## src/rtl/core/stpwm_pkg.sv

```systemverilog
// stpwm_pkg: shared constants, types and the quarter-wave sine rom for the
// sine-triangle pwm bridge and rl load slope pipeline
// depends on nothing
package stpwm_pkg;

    localparam int PHASE_BITS       = 16;
    localparam int SINE_TABLE_DEPTH = 1024;
    localparam int SINE_ADDR_BITS   = $clog2(SINE_TABLE_DEPTH);
    localparam int SINE_IDX_BITS    = SINE_ADDR_BITS + 2;

    localparam int TIME_W    = 48;
    localparam int CURRENT_W = 32;
    localparam int VOLT_W    = 24;
    localparam int SLOPE_W   = 48;
    localparam int PIPE_DEPTH = 8;

    localparam int CFG_INDEX_W = 3;
    localparam int CFG_DATA_W  = 36;

    localparam logic [CFG_INDEX_W-1:0] CFG_CARRIER_HZ       = 3'd0;
    localparam logic [CFG_INDEX_W-1:0] CFG_MODULATING_FREQ  = 3'd1;
    localparam logic [CFG_INDEX_W-1:0] CFG_MOD_DEPTH        = 3'd2;
    localparam logic [CFG_INDEX_W-1:0] CFG_DC_LINK_VOLTAGE  = 3'd3;
    localparam logic [CFG_INDEX_W-1:0] CFG_LOAD_OHMS        = 3'd4;
    localparam logic [CFG_INDEX_W-1:0] CFG_INV_INDUCTANCE   = 3'd5;

    typedef struct packed {
        logic [35:0] carrier_hz;
        logic [27:0] modulating_freq;
        logic [15:0] mod_depth;
        logic [23:0] dc_link_voltage;
        logic [23:0] load_ohms;
        logic [31:0] inv_inductance;
    } t_cfg;

    localparam t_cfg CFG_RESET = '{
        carrier_hz:       36'd655360000,
        modulating_freq:  28'd3276800,
        mod_depth:        16'd26214,
        dc_link_voltage:  24'd0,
        load_ohms:        24'd0,
        inv_inductance:   32'd0
    };

    typedef struct packed {
        logic [PHASE_BITS-1:0]       carrier_phase;
        logic [PHASE_BITS-1:0]       mod_phase;
        logic signed [CURRENT_W-1:0] load_current;
    } t_phase;

    // triangle compare is done at a quarter of the 2^32 scale
    localparam logic signed [33:0] TRI_ONE   = 34'sh040000000;
    localparam logic signed [33:0] TRI_THREE = 34'sh0C0000000;

    localparam logic signed [SLOPE_W-1:0] SLOPE_MAX = {1'b0, {(SLOPE_W-1){1'b1}}};
    localparam logic signed [SLOPE_W-1:0] SLOPE_MIN = {1'b1, {(SLOPE_W-1){1'b0}}};

    localparam logic [63:0] PIHALF_Q30 = 64'd1686629713;
    localparam logic signed [63:0] Q30_ONE = 64'sd1073741824;

    typedef logic [7:0] t_taylor_div [1:6];
    localparam t_taylor_div TAYLOR_DIV = '{8'd6, 8'd20, 8'd42, 8'd72, 8'd110, 8'd156};

    typedef logic [15:0] t_sine_rom [SINE_TABLE_DEPTH+1];

    // sin over a quarter turn in q1.15, taylor series in q2.30 to x^13
    function automatic t_sine_rom sine_rom_build();
        t_sine_rom        rom;
        logic [63:0]      x;
        logic [63:0]      x2;
        logic [63:0]      term;
        logic signed [63:0] sum;
        for (int k = 0; k <= SINE_TABLE_DEPTH; k++) begin
            x    = (64'(k) * PIHALF_Q30) / SINE_TABLE_DEPTH;
            x2   = (x * x) >> 30;
            term = x;
            sum  = $signed(x);
            for (int n = 1; n <= 6; n++) begin
                term = ((term * x2) >> 30) / 64'(TAYLOR_DIV[n]);
                if ((n % 2) == 1) begin
                    sum = sum - $signed(term);
                end else begin
                    sum = sum + $signed(term);
                end
            end
            if (sum < 0) begin
                sum = 0;
            end
            if (sum > Q30_ONE) begin
                sum = Q30_ONE;
            end
            rom[k] = 16'((sum + 64'sd16384) >>> 15);
        end
        return rom;
    endfunction

    localparam t_sine_rom SINE_ROM = sine_rom_build();

endpackage

```

## src/rtl/core/stpwm_phase.sv

```systemverilog
// stpwm_phase: two stages forming carrier and reference phases from the
// time stamp, low 48 bits of freq*time kept; depends on stpwm_pkg
module stpwm_phase (
    input  logic                                    i_clk,
    input  logic                                    i_adv,
    input  logic [stpwm_pkg::TIME_W-1:0]            i_time_stamp,
    input  logic signed [stpwm_pkg::CURRENT_W-1:0]  i_load_current,
    input  stpwm_pkg::t_cfg                         i_cfg,
    output stpwm_pkg::t_phase                       o_phase
);
    import stpwm_pkg::*;

    logic [23:0] w_tlo;
    logic [23:0] w_thi;
    logic [59:0] w_c_lo;
    logic [47:0] w_c_hi;
    logic [51:0] w_m_lo;
    logic [47:0] w_m_hi;
    logic [47:0] w_c_sum;
    logic [47:0] w_m_sum;

    logic [47:0]                 r_c_lo;
    logic [23:0]                 r_c_hi;
    logic [47:0]                 r_m_lo;
    logic [23:0]                 r_m_hi;
    logic signed [CURRENT_W-1:0] r_cur_a;
    t_phase                      r_phase;

    assign w_tlo  = i_time_stamp[23:0];
    assign w_thi  = i_time_stamp[47:24];
    assign w_c_lo = i_cfg.carrier_hz * w_tlo;
    assign w_c_hi = i_cfg.carrier_hz[23:0] * w_thi;
    assign w_m_lo = i_cfg.modulating_freq * w_tlo;
    assign w_m_hi = i_cfg.modulating_freq[23:0] * w_thi;

    assign w_c_sum = r_c_lo + {r_c_hi, 24'd0};
    assign w_m_sum = r_m_lo + {r_m_hi, 24'd0};

    always_ff @(posedge i_clk) begin
        if (i_adv) begin
            r_c_lo  <= w_c_lo[47:0];
            r_c_hi  <= w_c_hi[23:0];
            r_m_lo  <= w_m_lo[47:0];
            r_m_hi  <= w_m_hi[23:0];
            r_cur_a <= i_load_current;
            r_phase.carrier_phase <= w_c_sum[47 -: PHASE_BITS];
            r_phase.mod_phase     <= w_m_sum[47 -: PHASE_BITS];
            r_phase.load_current  <= r_cur_a;
        end
    end

    assign o_phase = r_phase;

endmodule

```

## config.mk

```make
export PLATFORM = sky130hd
export DESIGN_NAME = stpwm_phase
export DESIGN_NICKNAME = d
export VERILOG_FILES = /design/src/rtl/core/stpwm_pkg.sv /design/src/rtl/core/stpwm_phase.sv
export SDC_FILE = /design/constraint.sdc
export NUM_CORES = 2
export LEC_CHECK = 0
export BUFFER_PORTS_ARGS = -buffer_cell sky130_fd_sc_hd__buf_2
export CAP_MARGIN = 20
export CORE_ASPECT_RATIO = 1.1
export CORE_MARGIN = 2
export CORE_UTILIZATION = 45
export DETAILED_ROUTE_END_ITERATION = 6
export GPL_TIMING_DRIVEN = 0
export PLACE_DENSITY = 0.68
export SLEW_MARGIN = 20
export SYNTH_ARGS = -nofsm -noshare
export SYNTH_HDL_FRONTEND = slang
export SYNTH_SLANG_ARGS = --single-unit
```

## constraint.sdc

```tcl
create_clock -name i_clk -period 11.85 [get_ports i_clk]
set_input_delay 0 -clock i_clk [delete_from_list [all_inputs] [get_ports i_clk]]
set_output_delay 0 -clock i_clk [all_outputs]
set_load 0.05 [all_outputs]
```

; ---- After elaboration in Yosys (flattened, before gate mapping)
; Index checks and enable logic that the tools add are counted.
[op_classes]
n_addsub = 2
mul = 4
[ops]
columns = op, count
row1 = 48-bit adder, 2
row2 = 24-bit by 24-bit multiplier with 24-bit output, 2
row3 = 28-bit by 24-bit multiplier with 48-bit output, 1
row4 = 36-bit by 24-bit multiplier with 48-bit output, 1
[totals]
register_bits = 240
input_bits = 242
out_inout_bits = 64
wordCells = 14

; ---- Logic depth before layout (Yosys ltp)
[depth]
word_depth = 1
depth_mapped = 31
mapped_depth_nobuf = 29

; ---- Worst setup path before layout
; Ideal clock, no wire load.
[synth_timing]
path_type = input -> register
start = input i_time_stamp[3] in the netlist's numbering
end = register r_m_lo[38] (data pin)
setup_ps = 258
arrival_ps = 7067
required_time_ps = 11592
path_slack_ps = 4525
cell_stages = 29
path_buffers = 2
cell_sequence = clkbuf_1 clkbuf_1 nand2_1 fa_1 inv_1 fa_1 inv_1 fa_1 fa_1 inv_1 fa_1 fa_1 inv_1 fa_1 inv_1 ha_1 a22o_1 a2111oi_0 a21oi_1 o21ai_1 nand2_1 a221oi_1 o21ai_1 o221a_2 o21a_1 o21a_1 o21a_1 a21oi_1 xnor2_1
[synth_via]
elab_chain_len = 1
[synth_lines]
columns = element, line
row1 = start: declaration, stpwm_phase.sv:6  ; input logic [stpwm_pkg::TIME_W-1:0] i_time_stamp,
row2 = 28-bit by 24-bit multiplier with 48-bit output, stpwm_phase.sv:33  ; assign w_m_lo = i_cfg.modulating_freq * w_tlo;
row3 = named net w_m_lo[38], stpwm_phase.sv:17  ; logic [51:0] w_m_lo;
row4 = end signal: assignment, stpwm_phase.sv:43  ; r_m_lo <= w_m_lo[47:0];
row5 = end: declaration, stpwm_phase.sv:24  ; logic [47:0] r_m_lo;
; The timed path passes the listed nets, and every way through them passes these cells.
; A chain may end at the register's enable or synchronous reset.

; ---- Worst setup path in the final report
[layout_timing]
start = input i_time_stamp[3] in the netlist's numbering
end = register r_c_lo[46] (data pin)
[layout_via]
elab_chain_len = 1
[layout_lines]
columns = element, line
row1 = 36-bit by 24-bit multiplier with 48-bit output, stpwm_phase.sv:31  ; assign w_c_lo = i_cfg.carrier_hz * w_tlo;
row2 = named net w_c_lo[46], stpwm_phase.sv:15  ; logic [59:0] w_c_lo;
row3 = end signal: assignment, stpwm_phase.sv:41  ; r_c_lo <= w_c_lo[47:0];
row4 = end: declaration, stpwm_phase.sv:22  ; logic [47:0] r_c_lo;
; The timed path passes the listed nets, and every way through them passes these cells.

==> flow_metrics.env <==
export IMPL_cts_root_buffer="clkbuf_16"
export IMPL_skew_ps=14.5
export IMPL_post_route_drc_count=0
export IMPL_clk_latency_ps=570
export IMPL_drtIter0Drc=4992
export IMPL_worstSetupEndpointType="register"
export IMPL_crit_path_start_kind="input pin"
export IMPL_postSynthCellCount=7285
export IMPL_grt_pass1_wl_um=382000
export IMPL_die_w_um=375
export IMPL_finalSetupTns_ps=0
export IMPL_syn2layout_area_growth_pct=6.57
export IMPL_min_path_type="input pin to register"
export IMPL_final_common_cell="inv_1"
export IMPL_syn_nets=9681
export IMPL_cp_max_fo=10
export IMPL_tightestPinTransition_ps=1310
export IMPL_drv_slew=0
export IMPL_reg2reg_setup_slack_ps=7830
export IMPL_rows=149
export IMPL_syn_avg_cell_area_sq_um=9.35
export IMPL_multi_input_area_sq_um=53900
export IMPL_nFillCells=14200
export IMPL_synth_cell_types=56
export IMPL_viasPerCell=5.55
export IMPL_finalSetupViolCount=0
export IMPL_vias=52800
export IMPL_cap_violations=0
export IMPL_grt_usage_pct=35.2
export IMPL_hold_buffers=33
export IMPL_max_stage_delay_ps=940
export IMPL_hold_viol=0
export IMPL_gr_total_overflow=0
export IMPL_die_y_um=412
export IMPL_cp_common_cell="fa_1"
export IMPL_yosysTopAreaCellShare_pct=49.2
export IMPL_ios=306
export IMPL_synth_edf_count=192
export IMPL_first_pass_iters=6
export IMPL_cp_slowest_cell="clkbuf_1"
export IMPL_path_class="input pin to register"
export IMPL_async_flop_share_pct=0
export IMPL_ant_nets=0
export IMPL_path_clk_slew_ps=90
export IMPL_cts_max_level=4
export IMPL_cts_setup_buffers=0
export IMPL_clock_sinks=192
export IMPL_rsz0062_at_grt="no"
export IMPL_finalCriticalPeriod_ps=9590
export IMPL_yosysSeqAreaShare_pct=8.47
export IMPL_ys_flop_type="edfxtp_1"
export IMPL_drive_above_1_share_pct=3.22
export IMPL_max_slew_margin_pct=12.6
export IMPL_synth_area_leaders="fa_1 49%, inv_1 10%, ha_1 8.9%, and2_1 8.6%, edfxtp_1 8.5%"
export IMPL_cts_tree="built"
export IMPL_portBuffers=171
export IMPL_max_freq_mhz=104
export IMPL_grt_pass1_vias=56100
export IMPL_nNetsFinal=9909
export IMPL_gp_congestion=1.03
export IMPL_yosys_area_top_type="fa_1"
export IMPL_outcome="completed"
export IMPL_core_area_sq_um=150000
export IMPL_place_hpwl_um=215000
export IMPL_wirelength_um=266000
export IMPL_grt_antenna_before_repair=52
export IMPL_required_ps=12200
export IMPL_final_cell_mix="1,818 x inv_1, 1,672 x fa_1, 1,161 x nand2_1"
export IMPL_netlist_area_sq_um=68100
export IMPL_cts_resized=0
export IMPL_dieArea_sq_um=154000
export IMPL_cp_arrival_ps=9930
export IMPL_yosys_register_bits=192
export IMPL_cts_buffers_inserted=17
export IMPL_layout_worst_path_cycle_share_pct=80.9
export IMPL_cts_max_path_buffers=2
export IMPL_grt_max_degree=90
export IMPL_yosysWarnings=0
export IMPL_ff_latch_area_sq_um=5770
export IMPL_wl_per_cell_um=28.0
export IMPL_initial_core_util_pct=45.4
==> state kept, by name (all words and copies together) (netlist names) <==
register	flops
r_cur_a	32
r_m_hi	24
r_c_hi	24
r_m_lo	24
r_c_lo	24
o_phase	64
==> cell type report <==
type                       instances  area share, %
tap                             1963           3.38
clock buffer                      17          0.586
clock inverter                    15          0.278
inverter                        1818           9.40
antenna                           29          0.100
buffer                           417           2.20
multi-input combinational       4858           74.3
sequential                       192           7.94
timing repair buffer             209           1.78
==> path summary, 6_finish.rpt <==
path	startpoint	end	depth (start not counted)
hold / removal	i_load_current[28]	r_cur_a[28]	2
setup reg to reg	r_m_lo[27]	o_phase[47]	14
setup / recovery	i_time_stamp[3]	r_c_lo[46]	29
hold reg to reg	r_cur_a[15]	o_phase[15]	0
==> per-stage QoR <==
stage          hold WS (ps)  setup WS [ps]  std cells  util [%]  instance area (sq um)
6_report                139           2260       9518      48.4                  72600
5_1_grt                 122           2100       9493      48.3                  72500
4_1_cts                94.6           2560       9488      48.3                  72500
3_5_place_dp            178           2000       9423      47.7                  71500
3_3_place_gp            177           1900       9419      47.6                  71400
2_1_floorplan          98.9           4530       7285         -                  68100
==> worst max-delay path, delay by kind of cell <==
kind,cells,cell delay (ps)
adder cells (fa/ha/maj),8,3890
AO/OA/AOI/OAI,8,2480
buffers and inverters,7,2120
AND/OR/NAND/NOR,5,1090
XOR/XNOR,1,320
==> cells by family (layout without fill, tap and decap cells) <==
kind of cell / Yosys count / in the layout / synth area share, %
AOI/OAI and AO/OA: 228 / 228 / 2.20
xor gates and xnor gates: 220 / 220 / 2.83
adders and majority gates: 2154 / 2154 / 58.0
buffers and inverters: 2235 / 2476 / 12.3
DFF: 192 / 192 / 8.47
other: 0 / 29 / 0
and+or+nand+nor: 2256 / 2256 / 16.2
==> routing by layer <==
metal  global-route usage, %  up-vias  share of wire (%)
met5                   0.247        -              0.035
met4                    23.6       14                8.0
met3                    8.84      936                 11
met2                    54.6     3281                 44
met1                    43.6    27300                 37
li1                        -    21300                  -
==> cells in the mapped netlist (all sizes together) (13+ instances only) <==
master,number
clkbuf,415
nand2,1161
a21o,33
nand3,13
and2,933
xnor2,166
a21oi,70
edfxtp,192
nor2b,13
nor2,63
nor3,29
inv,1818
o21ai,31
xor2,54
o21a,24
fa,1672
o21bai,13
ha,482
Power is left out: the tool's default activity adds up to more than one toggle a clock period on the data nets, which glitch-free logic cannot reach.
