[src/rtl/core/stpwm_pkg.sv]
// stpwm_pkg: shared constants, types and the quarter-wave sine rom for the
// sine-triangle pwm bridge and rl load slope pipeline
// depends on nothing
package stpwm_pkg;

    localparam int PHASE_BITS       = 16;
    localparam int SINE_TABLE_DEPTH = 1024;
    localparam int SINE_ADDR_BITS   = $clog2(SINE_TABLE_DEPTH);
    localparam int SINE_IDX_BITS    = SINE_ADDR_BITS + 2;

    localparam int TIME_W    = 48;
    localparam int CURRENT_W = 32;
    localparam int VOLT_W    = 24;
    localparam int SLOPE_W   = 48;
    localparam int PIPE_DEPTH = 8;

    localparam int CFG_INDEX_W = 3;
    localparam int CFG_DATA_W  = 36;

    localparam logic [CFG_INDEX_W-1:0] CFG_CARRIER_HZ       = 3'd0;
    localparam logic [CFG_INDEX_W-1:0] CFG_MODULATING_FREQ  = 3'd1;
    localparam logic [CFG_INDEX_W-1:0] CFG_MOD_DEPTH        = 3'd2;
    localparam logic [CFG_INDEX_W-1:0] CFG_DC_LINK_VOLTAGE  = 3'd3;
    localparam logic [CFG_INDEX_W-1:0] CFG_LOAD_OHMS        = 3'd4;
    localparam logic [CFG_INDEX_W-1:0] CFG_INV_INDUCTANCE   = 3'd5;

    typedef struct packed {
        logic [35:0] carrier_hz;
        logic [27:0] modulating_freq;
        logic [15:0] mod_depth;
        logic [23:0] dc_link_voltage;
        logic [23:0] load_ohms;
        logic [31:0] inv_inductance;
    } t_cfg;

    localparam t_cfg CFG_RESET = '{
        carrier_hz:       36'd655360000,
        modulating_freq:  28'd3276800,
        mod_depth:        16'd26214,
        dc_link_voltage:  24'd0,
        load_ohms:        24'd0,
        inv_inductance:   32'd0
    };

    typedef struct packed {
        logic [PHASE_BITS-1:0]       carrier_phase;
        logic [PHASE_BITS-1:0]       mod_phase;
        logic signed [CURRENT_W-1:0] load_current;
    } t_phase;

    // triangle compare is done at a quarter of the 2^32 scale
    localparam logic signed [33:0] TRI_ONE   = 34'sh040000000;
    localparam logic signed [33:0] TRI_THREE = 34'sh0C0000000;

    localparam logic signed [SLOPE_W-1:0] SLOPE_MAX = {1'b0, {(SLOPE_W-1){1'b1}}};
    localparam logic signed [SLOPE_W-1:0] SLOPE_MIN = {1'b1, {(SLOPE_W-1){1'b0}}};

    localparam logic [63:0] PIHALF_Q30 = 64'd1686629713;
    localparam logic signed [63:0] Q30_ONE = 64'sd1073741824;

    typedef logic [7:0] t_taylor_div [1:6];
    localparam t_taylor_div TAYLOR_DIV = '{8'd6, 8'd20, 8'd42, 8'd72, 8'd110, 8'd156};

    typedef logic [15:0] t_sine_rom [SINE_TABLE_DEPTH+1];

    // sin over a quarter turn in q1.15, taylor series in q2.30 to x^13
    function automatic t_sine_rom sine_rom_build();
        t_sine_rom        rom;
        logic [63:0]      x;
        logic [63:0]      x2;
        logic [63:0]      term;
        logic signed [63:0] sum;
        for (int k = 0; k <= SINE_TABLE_DEPTH; k++) begin
            x    = (64'(k) * PIHALF_Q30) / SINE_TABLE_DEPTH;
            x2   = (x * x) >> 30;
            term = x;
            sum  = $signed(x);
            for (int n = 1; n <= 6; n++) begin
                term = ((term * x2) >> 30) / 64'(TAYLOR_DIV[n]);
                if ((n % 2) == 1) begin
                    sum = sum - $signed(term);
                end else begin
                    sum = sum + $signed(term);
                end
            end
            if (sum < 0) begin
                sum = 0;
            end
            if (sum > Q30_ONE) begin
                sum = Q30_ONE;
            end
            rom[k] = 16'((sum + 64'sd16384) >>> 15);
        end
        return rom;
    endfunction

    localparam t_sine_rom SINE_ROM = sine_rom_build();

endpackage

[src/rtl/core/stpwm_cfg_regs.sv]
// stpwm_cfg_regs: configuration register file, one write per transfer
// depends on stpwm_pkg
module stpwm_cfg_regs (
    input  logic                               i_clk,
    input  logic                               i_rst_n,
    input  logic                               i_cfg_valid,
    output logic                               o_cfg_ready,
    input  logic [stpwm_pkg::CFG_INDEX_W-1:0]  i_cfg_index,
    input  logic [stpwm_pkg::CFG_DATA_W-1:0]   i_cfg_data,
    output stpwm_pkg::t_cfg                    o_cfg
);
    import stpwm_pkg::*;

    t_cfg r_cfg;
    t_cfg n_cfg;

    always_comb begin
        n_cfg = r_cfg;
        if (i_cfg_valid) begin
            case (i_cfg_index)
                CFG_CARRIER_HZ:       n_cfg.carrier_hz       = i_cfg_data[35:0];
                CFG_MODULATING_FREQ:  n_cfg.modulating_freq  = i_cfg_data[27:0];
                CFG_MOD_DEPTH:        n_cfg.mod_depth        = i_cfg_data[15:0];
                CFG_DC_LINK_VOLTAGE:  n_cfg.dc_link_voltage  = i_cfg_data[23:0];
                CFG_LOAD_OHMS:        n_cfg.load_ohms        = i_cfg_data[23:0];
                CFG_INV_INDUCTANCE:   n_cfg.inv_inductance   = i_cfg_data[31:0];
                default:              n_cfg = r_cfg;
            endcase
        end
    end

    always_ff @(posedge i_clk) begin
        if (!i_rst_n) begin
            r_cfg <= CFG_RESET;
        end else begin
            r_cfg <= n_cfg;
        end
    end

    assign o_cfg_ready = 1'b1;
    assign o_cfg       = r_cfg;

endmodule

[config.mk]
export PLATFORM = sky130hd
export DESIGN_NAME = stpwm_cfg_regs
export DESIGN_NICKNAME = d
export VERILOG_FILES = /design/src/rtl/core/stpwm_pkg.sv /design/src/rtl/core/stpwm_cfg_regs.sv
export SDC_FILE = /design/constraint.sdc
export NUM_CORES = 1
export LEC_CHECK = 0
export ABC_AREA = 1
export BUFFER_PORTS_ARGS = -buffer_cell sky130_fd_sc_hd__buf_4
export CAP_MARGIN = 20
export CORE_MARGIN = 3
export CORE_UTILIZATION = 45
export DETAILED_ROUTE_END_ITERATION = 10
export PLACE_DENSITY_LB_ADDON = 0.3
export SLEW_MARGIN = 10
export SYNTH_ARGS = -nofsm -noshare
export SYNTH_HDL_FRONTEND = slang
export SYNTH_SLANG_ARGS = --single-unit
export TNS_END_PERCENT = 5
[constraint.sdc]
create_clock -name i_clk -period 1 [get_ports i_clk]
set_input_delay 0.1 -clock i_clk [delete_from_list [all_inputs] [get_ports i_clk]]
set_output_delay 0.1 -clock i_clk [all_outputs]
set_load 0.03 [all_outputs]
=== Yosys cells after proc, flatten, opt, wreduce, memory -nomap -nowiden ===
Index checks and enable logic that the tools add are counted.

* Reductions and logical operators: 7
* Equal/unequal tests: 5

{| class="wikitable"
|+ Operators with widths
! cell !! number
|-
| 2-bit AND reduction || 6
|-
| 3-bit by 2-bit equality test with 1-bit output, second input constant || 2
|-
| 3-bit equality test, second input constant || 2
|-
| 3-bit by 1-bit equality test with 1-bit output, second input constant || 1
|-
| 3-bit logical NOT || 1
|}

* Bits of input ports: 42
* Output and inout bits: 161
* Register bits: 160
* Word-level logic and storage cells: 18

=== Logic depth before layout (Yosys ltp) ===
Gate-level depths: netlist (run 1).

* Depth in word-level cells: 2
* Mapped depth: 7

=== Least setup slack after synthesis (run 1) ===
Ideal clock, no wire load.

* Kind: input to register
* Start: input port i_rst_n
* End: register r_cfg (netlist bit o_cfg[113])
* Setup time: 0.130 ns
* Setup slack: 0.061 ns
* Arrival time: 0.810 ns
* Required time: 0.870 ns
* Path buffers: 3
* Cell stages on the path: 4
* Cells stage by stage: buf_4 -> clkbuf_1 -> clkbuf_1 -> nand3_1

{| class="wikitable"
|+ RTL lines
! what !! RTL line !! RTL
|-
| from (decl) || stpwm_cfg_regs.sv:5 || <nowiki>input logic i_rst_n,</nowiki>
|-
| to (signal assigned) || stpwm_cfg_regs.sv:36 || <nowiki>r_cfg <= n_cfg;</nowiki>
|-
| to (decl) || stpwm_cfg_regs.sv:14 || <nowiki>t_cfg r_cfg;</nowiki>
|}

No word-level cell between the ends.

=== Final worst setup path (run 1) ===
* Start: register r_cfg (netlist bit o_cfg[37])
* End: output port o_cfg[37] (netlist bit)

{| class="wikitable"
|+ RTL lines
! what !! RTL line !! RTL
|-
| to (decl) || stpwm_cfg_regs.sv:10 || <nowiki>output stpwm_pkg::t_cfg o_cfg</nowiki>
|}

No word-level cell between the ends.

==> run summary, run 1 <==
- **Max Transition Viols Final** 0
- **CP cell instances** buf_6
- **length in cells of the worst reg-to-reg path** 3
- **vias post-DR** 6,701
- **total power** 16.4 mW
- **post-route worst setup slack** -0.0260 ns
- **setup repair after global routing missed its margin** true
- **power per cell area** 1640 mW/mm²
- **level count of the clock H-tree** 4
- **overflow left after global routing** 0
- **Leak Pwr** 4.62 nW
- **Worst Hold Slack** 0.0197 ns
- **share of total power in the clock network** 43.7%
- **Max-cap violations** 0
- **Synth warnings** 0
- **min Tclk post-route** 1.03 ns
- **PortBufs** 201
- **GP Congestion** 0.829
- **library cell contributing the largest single delay on the critical path** sky130_fd_sc_hd__dfxtp_2
- **Relative slew margins** 43.5%
- **drt first pass iters** 5
- **total number of cells along the worst setup path** 1
- **vias in the first global route** 6,492
- **number of nets with antenna violations after detailed routing** 0
- **Clock transition at path regs** 0.06 ns
- **type of element capturing the critical path** output pin
- **Final setup violation count** 35
- **number of flip-flops in the largest register** 160
- **total clock sinks** 160
- **Top delay family on crit path** flip-flops
- **maximum number of pins on one net before global-route repair** 51
- **Post-Route WL** 21,200 µm
- **first-pass GRT wire length** 34,000 µm
- **required time reported for the critical path endpoint** 0.90 ns
- **routed length per placed instance** 16.0 µm
- **clock tree from TritonCTS** built
- **depth of the worst hold-timing path** 5
- **count of unique library cells instantiated by Yosys** 14
- **net count after synthesis** 949
- **Largest stage delay, worst path** 0.36 ns
- **Layout Skew** 0 ns
- **most common library cell in the layout ignoring fill and taps** sky130_fd_sc_hd__nor2_1
- **via/cell ratio** 5.05
- **Max VDD drop** 1700 µV
- **Die ar.** 0.0156 mm²
- **Skew-Pair Late Insertion Delay** 0.42 ns
- **syn avg cell area** 7.00 µm²
- **Clock Tree Root** sky130_fd_sc_hd__clkbuf_16
- **sequential fraction of design power** 41.6%
- **part of the total power dissipated in combinational logic** 14.8%
- **synthesized cell area** 0.00635 mm²
- **Inserted Diodes** 0
- **switching part of the total** 25.9%
- **Initial Util** 47.0%
- **Floorplan Core Area** 0.0135 mm²
- **area growth from synthesis to layout** 57.7%
- **number of primary I/O pins** 203
- **worst min-delay path class** in -> reg
- **run status** finished with violations
- **final clock period utilization by the worst path** 103%
- **half-perimeter wire length of the detailed placement result** 13,700 µm
- **most frequent cells in the layout** 288 x sky130_fd_sc_hd__nor2_1, 183 x sky130_fd_sc_hd__nand2_1, 160 x sky130_fd_sc_hd__nand3_1, 160 x sky130_fd_sc_hd__dfxtp_2, 160 x sky130_fd_sc_hd__buf_6
- **minimum setup slack after placement** -0.269 ns
- **number of DRC markers in iteration 0** 623
- **combined global-route utilization of all metal layers** 27.1%
- **violations in the final reports** negative setup slack
- **worst setup path category** reg -> out
- **number of remaining DRC errors** 0
- **endpoints failing hold** 0
- **sequential share of the synthesized area** 50.5%
- **worst path buffer plus inverter count** 1
- **Die Span X** 125 µm
- **count of nets after finishing** 1,179
- **slew at the pin with the worst max-slew slack** 0.845 ns
- **clock buffer count from CTS** 17
- **critical path launch point type** register
- **post-synthesis sequential element count** 160
- **number of antenna violations at the first check in global routing** 0
- **reported net switching power** 4.25 mW
- **Max Freq** 0.975 GHz
- **fraction of final layout cells sized beyond drive strength 1** 40.0%
- **internal portion of total power** 12.1 mW
- **clock buffer depth** 2
- **Crit path arrival time** 0.93 ns
- **gate count of the mapped netlist** 907
- **maximum net fanout on the critical path** 2
- **standard-cell rows** 42
- **height of the die** 125 µm
-- cell type report --
cell class	count	area [µm²]
fill	991	3490
sequential	160	3400
timing repair buffer	272	2890
multi-input combinational	644	2690
clock buffer	18	439
tap	176	220
clock inverter	14	211
inverter	42	158
-- metrics by stage --
stage,area [µm²],setup TNS (ns),instances,utilization [%]
finish,10000,-0.233,1326,74.1
global route,10000,-3.58,1326,74.1
CTS,10000,-0.950,1325,74.1
detailed placement,8350,-23.95,1273,61.8
global placement,8350,-20.50,1273,61.8
floorplan,6350,0,907,-
-- per-layer routing --
layer / GRT usage, % / part of all wire [%]
met1: 33.3 / 40
met2: 44.4 / 48
met3: 8.45 / 8.6
met4: 10.3 / 2.7
met5: 0 / 0
-- timing repair --
action / 4_1_cts / 5_1_grt
setup buffers: 0 / 1
setup endpoints to repair: 160 / 161
resized for setup: 320 / 0
hold endpoints to repair: 22 / 0
hold buffers: 20 / 0
-- power by group through the flow --
stage / Clock, mW / Sequential (mW) / Combinational (mW)
after floorplan: 0 / 7.29 / 0.840
after CTS: 7.21 / 6.81 / 2.39
after global routing: 7.48 / 6.84 / 2.61
after global placement: 0 / 6.86 / 2.16
after detailed placement: 0 / 6.87 / 2.18
final: 7.16 / 6.82 / 2.42
-- final timing paths --
kind,startpoint,end,slack (ns)
worst max-delay path,o_cfg[37],o_cfg[37],-0.03
worst min-delay path,i_cfg_data[31],o_cfg[31],0.02
worst max register to register,o_cfg[132],o_cfg[132],0.31
worst min register to register,o_cfg[82],o_cfg[82],0.48
-- cell families after synthesis --
logic type / after synthesis / synth area share [%]
and+or+nand+nor: 643 / 42.0
DFF: 160 / 50.5
buffers and inverters: 103 / 7.47
other: 1 / 0.0591
-- synth_stat cells, drive strengths merged --
cell type,n,area [µm²]
nand3,160,801
inv,42,158
nand2,185,699
conb,1,3.75
nor2,298,1170
buf,53,287
clkbuf,8,30.0
dfxtp,160,3200
(Power assumes the default switching activity.)
==> run 2: changes to the inputs <==
--- a/config.mk
+++ b/config.mk
@@ -12,6 +12,7 @@
 export CORE_UTILIZATION = 45
 export DETAILED_ROUTE_END_ITERATION = 10
 export PLACE_DENSITY_LB_ADDON = 0.3
+export REMOVE_ABC_BUFFERS = 1
 export SLEW_MARGIN = 10
 export SYNTH_ARGS = -nofsm -noshare
 export SYNTH_HDL_FRONTEND = slang
==> constraint.sdc (replaced) <==
create_clock -name i_clk -period 0.95 [get_ports i_clk]
set_input_delay 0.095 -clock i_clk [delete_from_list [all_inputs] [get_ports i_clk]]
set_output_delay 0.095 -clock i_clk [all_outputs]
set_load 0.03 [all_outputs]
==> run 2 against run 1 <==
  * The run still ends with negative setup slack left
  * Cell area fell by 0.15%
  * Global-route usage fell by 0.40 points
  * Hold slack got worse by 0.0050 ns
  * Critical endpoint is now o_cfg[134]
  * Clock skew did not move
  * Via count fell by 0.28%
  * Die area did not move
  * Largest cell class unchanged
  * Sequential share of layout area rose by 0.076 points
==> run summary, run 2 (synthesis results as in run 1) <==
- **run status** finished with violations
- **violations in the final reports** negative setup slack
- **GP Congestion** 0.835
- **Skew-Pair Late Insertion Delay** 0.42 ns
- **Top delay family on crit path** flip-flops
- **Max-cap violations** 0
- **area growth from synthesis to layout** 57.5%
- **endpoints failing hold** 0
- **switching part of the total** 26.5%
- **Initial Util** 47.0%
- **share of total power in the clock network** 39.0%
- **Relative slew margins** 42.5%
- **library cell contributing the largest single delay on the critical path** sky130_fd_sc_hd__dfxtp_4
- **part of the total power dissipated in combinational logic** 16.1%
- **standard-cell rows** 42
- **critical path launch point type** register
- **minimum setup slack among reg-to-reg paths** 0.20 ns
- **reported net switching power** 4.25 mW
- **most frequent cells in the layout** 288 x sky130_fd_sc_hd__nor2_1, 183 x sky130_fd_sc_hd__nand2_1, 160 x sky130_fd_sc_hd__nand3_1, 160 x sky130_fd_sc_hd__buf_6, 159 x sky130_fd_sc_hd__dfxtp_2
- **RR Startpoint** o_cfg[40]
- **vias in the first global route** 6,548
- **internal portion of total power** 11.8 mW
- **Die Span X** 125 µm
- **PortBufs** 201
- **Largest stage delay, worst path** 0.36 ns
- **Inserted Diodes** 0
- **number of primary I/O pins** 203
- **maximum net fanout on the critical path** 2
- **count of nets after finishing** 1,185
- **number of antenna violations at the first check in global routing** 0
- **fraction of final layout cells sized beyond drive strength 1** 39.8%
- **first-pass GRT wire length** 33,500 µm
- **utilization after layout** 74.0%
- **depth of the worst hold-timing path** 5
- **min Tclk post-route** 1.01 ns
- **setup repair after global routing missed its margin** true
- **FILL cells** 1,010
- **hold wc startpoint** i_cfg_data[28]
- **total negative slack for setup checks** -4.91 ns
- **half-perimeter wire length of the detailed placement result** 13,300 µm
- **Layout Skew** 0 ns
- **length in cells of the worst reg-to-reg path** 3
- **total clock sinks** 160
- **power per cell area** 1600 mW/mm²
- **number of DRC markers in iteration 0** 475
- **Crit path arrival time** 0.91 ns
- **Leak Pwr** 4.61 nW
- **end of the worst hold path** o_cfg[152]
- **Die ar.** 0.0156 mm²
- **slew at the pin with the worst max-slew slack** 0.860 ns
- **combined global-route utilization of all metal layers** 26.7%
- **via/cell ratio** 5.02
- **number of remaining DRC errors** 0
- **Max Freq** 0.993 GHz
- **clock buffer depth** 2
- **CP cell instances** buf_6
- **Final setup violation count** 160
- **Clock Tree Root** sky130_fd_sc_hd__clkbuf_16
- **cell area after layout** 0.0100 mm²
- **Worst Hold Slack** 0.0147 ns
- **drt first pass iters** 4
- **worst reg2reg path endpoint** o_cfg[40]
- **required time reported for the critical path endpoint** 0.85 ns
- **worst path buffer plus inverter count** 1
- **routed length per placed instance** 15.9 µm
- **level count of the clock H-tree** 4
- **area of placed instances** 0.00844 mm²
- **number of flip-flops in the largest register** 160
- **maximum number of pins on one net before global-route repair** 36
- **clock buffer count from CTS** 17
- **Floorplan Core Area** 0.0135 mm²
- **vias post-DR** 6,682
- **Max Transition Viols Final** 0
- **Clock transition at path regs** 0.06 ns
- **sequential fraction of design power** 44.9%
- **worst setup path category** reg -> out
- **type of element capturing the critical path** output pin
- **worst min-delay path class** in -> reg
- **height of the die** 125 µm
- **Post-Route WL** 21,200 µm
- **post-route worst setup slack** -0.0572 ns
- **final clock period utilization by the worst path** 106%
- **most common library cell in the layout ignoring fill and taps** sky130_fd_sc_hd__nor2_1
- **clock tree from TritonCTS** built
- **overflow left after global routing** 0
- **number of nets with antenna violations after detailed routing** 0
- **Max VDD drop** 1390 µV
-- run 2: changes by cell type in the layout (fill, tap and decap cells not counted) --
cell,previous run,this run
sky130_fd_sc_hd__dlygate4sd3_1,20,21
sky130_fd_sc_hd__dfxtp_2,160,159
sky130_fd_sc_hd__buf_4,76,77
sky130_fd_sc_hd__clkbuf_1,0,4
sky130_fd_sc_hd__clkinv_4,2,0
sky130_fd_sc_hd__clkinv_2,4,2
sky130_fd_sc_hd__buf_12,16,20
sky130_fd_sc_hd__dfxtp_4,0,1
sky130_fd_sc_hd__clkinvlp_4,2,1
sky130_fd_sc_hd__clkbuf_8,1,5
sky130_fd_sc_hd__bufinv_16,5,0
-- run 2: cell type report --
class | instances | area (µm²) | share of cell area [%]
timing repair buffer | 278 | 2990 | 29.9
inverter | 42 | 158 | 1.58
clock buffer | 26 | 509 | 5.09
sequential | 160 | 3410 | 34.1
clock inverter | 4 | 26.3 | 0.263
tap | 176 | 220 | 2.20
multi-input combinational | 644 | 2690 | 26.9
-- run 2: power groups by stage --
stage | logic [mW] | clock network (mW) | registers, mW
after floorplan | 0.730 | 0 | 7.67
after global placement | 2.29 | 0 | 7.22
after detailed placement | 2.32 | 0 | 7.23
after CTS | 2.54 | 6.34 | 7.17
after global routing | 2.76 | 6.60 | 7.20
final | 2.57 | 6.24 | 7.18
-- run 2: worst register-to-register path, stage by stage (launching register included) --
cell,delay [ns]
sky130_fd_sc_hd__dfxtp_2,0.33
sky130_fd_sc_hd__buf_4,0.13
sky130_fd_sc_hd__nor2_1,0.13
sky130_fd_sc_hd__nor2_1,0.06
-- run 2: worst max path at each step --
stage / start / endpoint / slack, ns / cells after the start
detailed placement: i_cfg_index[1] / o_cfg[117] / -0.36 / 6
finish: o_cfg[134] / o_cfg[134] / -0.06 / 1
CTS: o_cfg[96] / o_cfg[96] / -0.07 / 1
global placement: i_cfg_index[1] / o_cfg[112] / -0.29 / 6
global route: o_cfg[93] / o_cfg[93] / -0.08 / 1
floorplan: i_cfg_index[0] / o_cfg[144] / -1.54 / 4
-- run 2: repair_timing --
action / in CTS / in global routing
endpoints found under the setup margin: 160 / 170
hold endpoints to repair: 24 / 0
setup buffers: 0 / 1
gates resized for setup: 320 / 1
pin swaps: 0 / 5
hold buffers: 21 / 0
-- run 2: through the flow --
stage / worst slack (ns) / cells / power, mW
detailed placement: -0.361 / 1278 / 9.55
CTS: -0.0680 / 1329 / 16.0
floorplan: -1.54 / 846 / 8.40
global placement: -0.289 / 1278 / 9.51
global route: -0.0825 / 1330 / 16.6
finish: -0.0572 / 1330 / 16.0
-- run 2: routing by layer --
layer | share of wire, % | global-route usage, % | routed length [µm] | up-vias
met5 | 0 | 0 | 0 | -
met4 | 2.9 | 11.0 | 605 | 0
met3 | 7.2 | 7.50 | 1520 | 49
met2 | 50 | 46.7 | 10700 | 267
met1 | 40 | 30.6 | 8380 | 3084
li1 | - | - | - | 3282
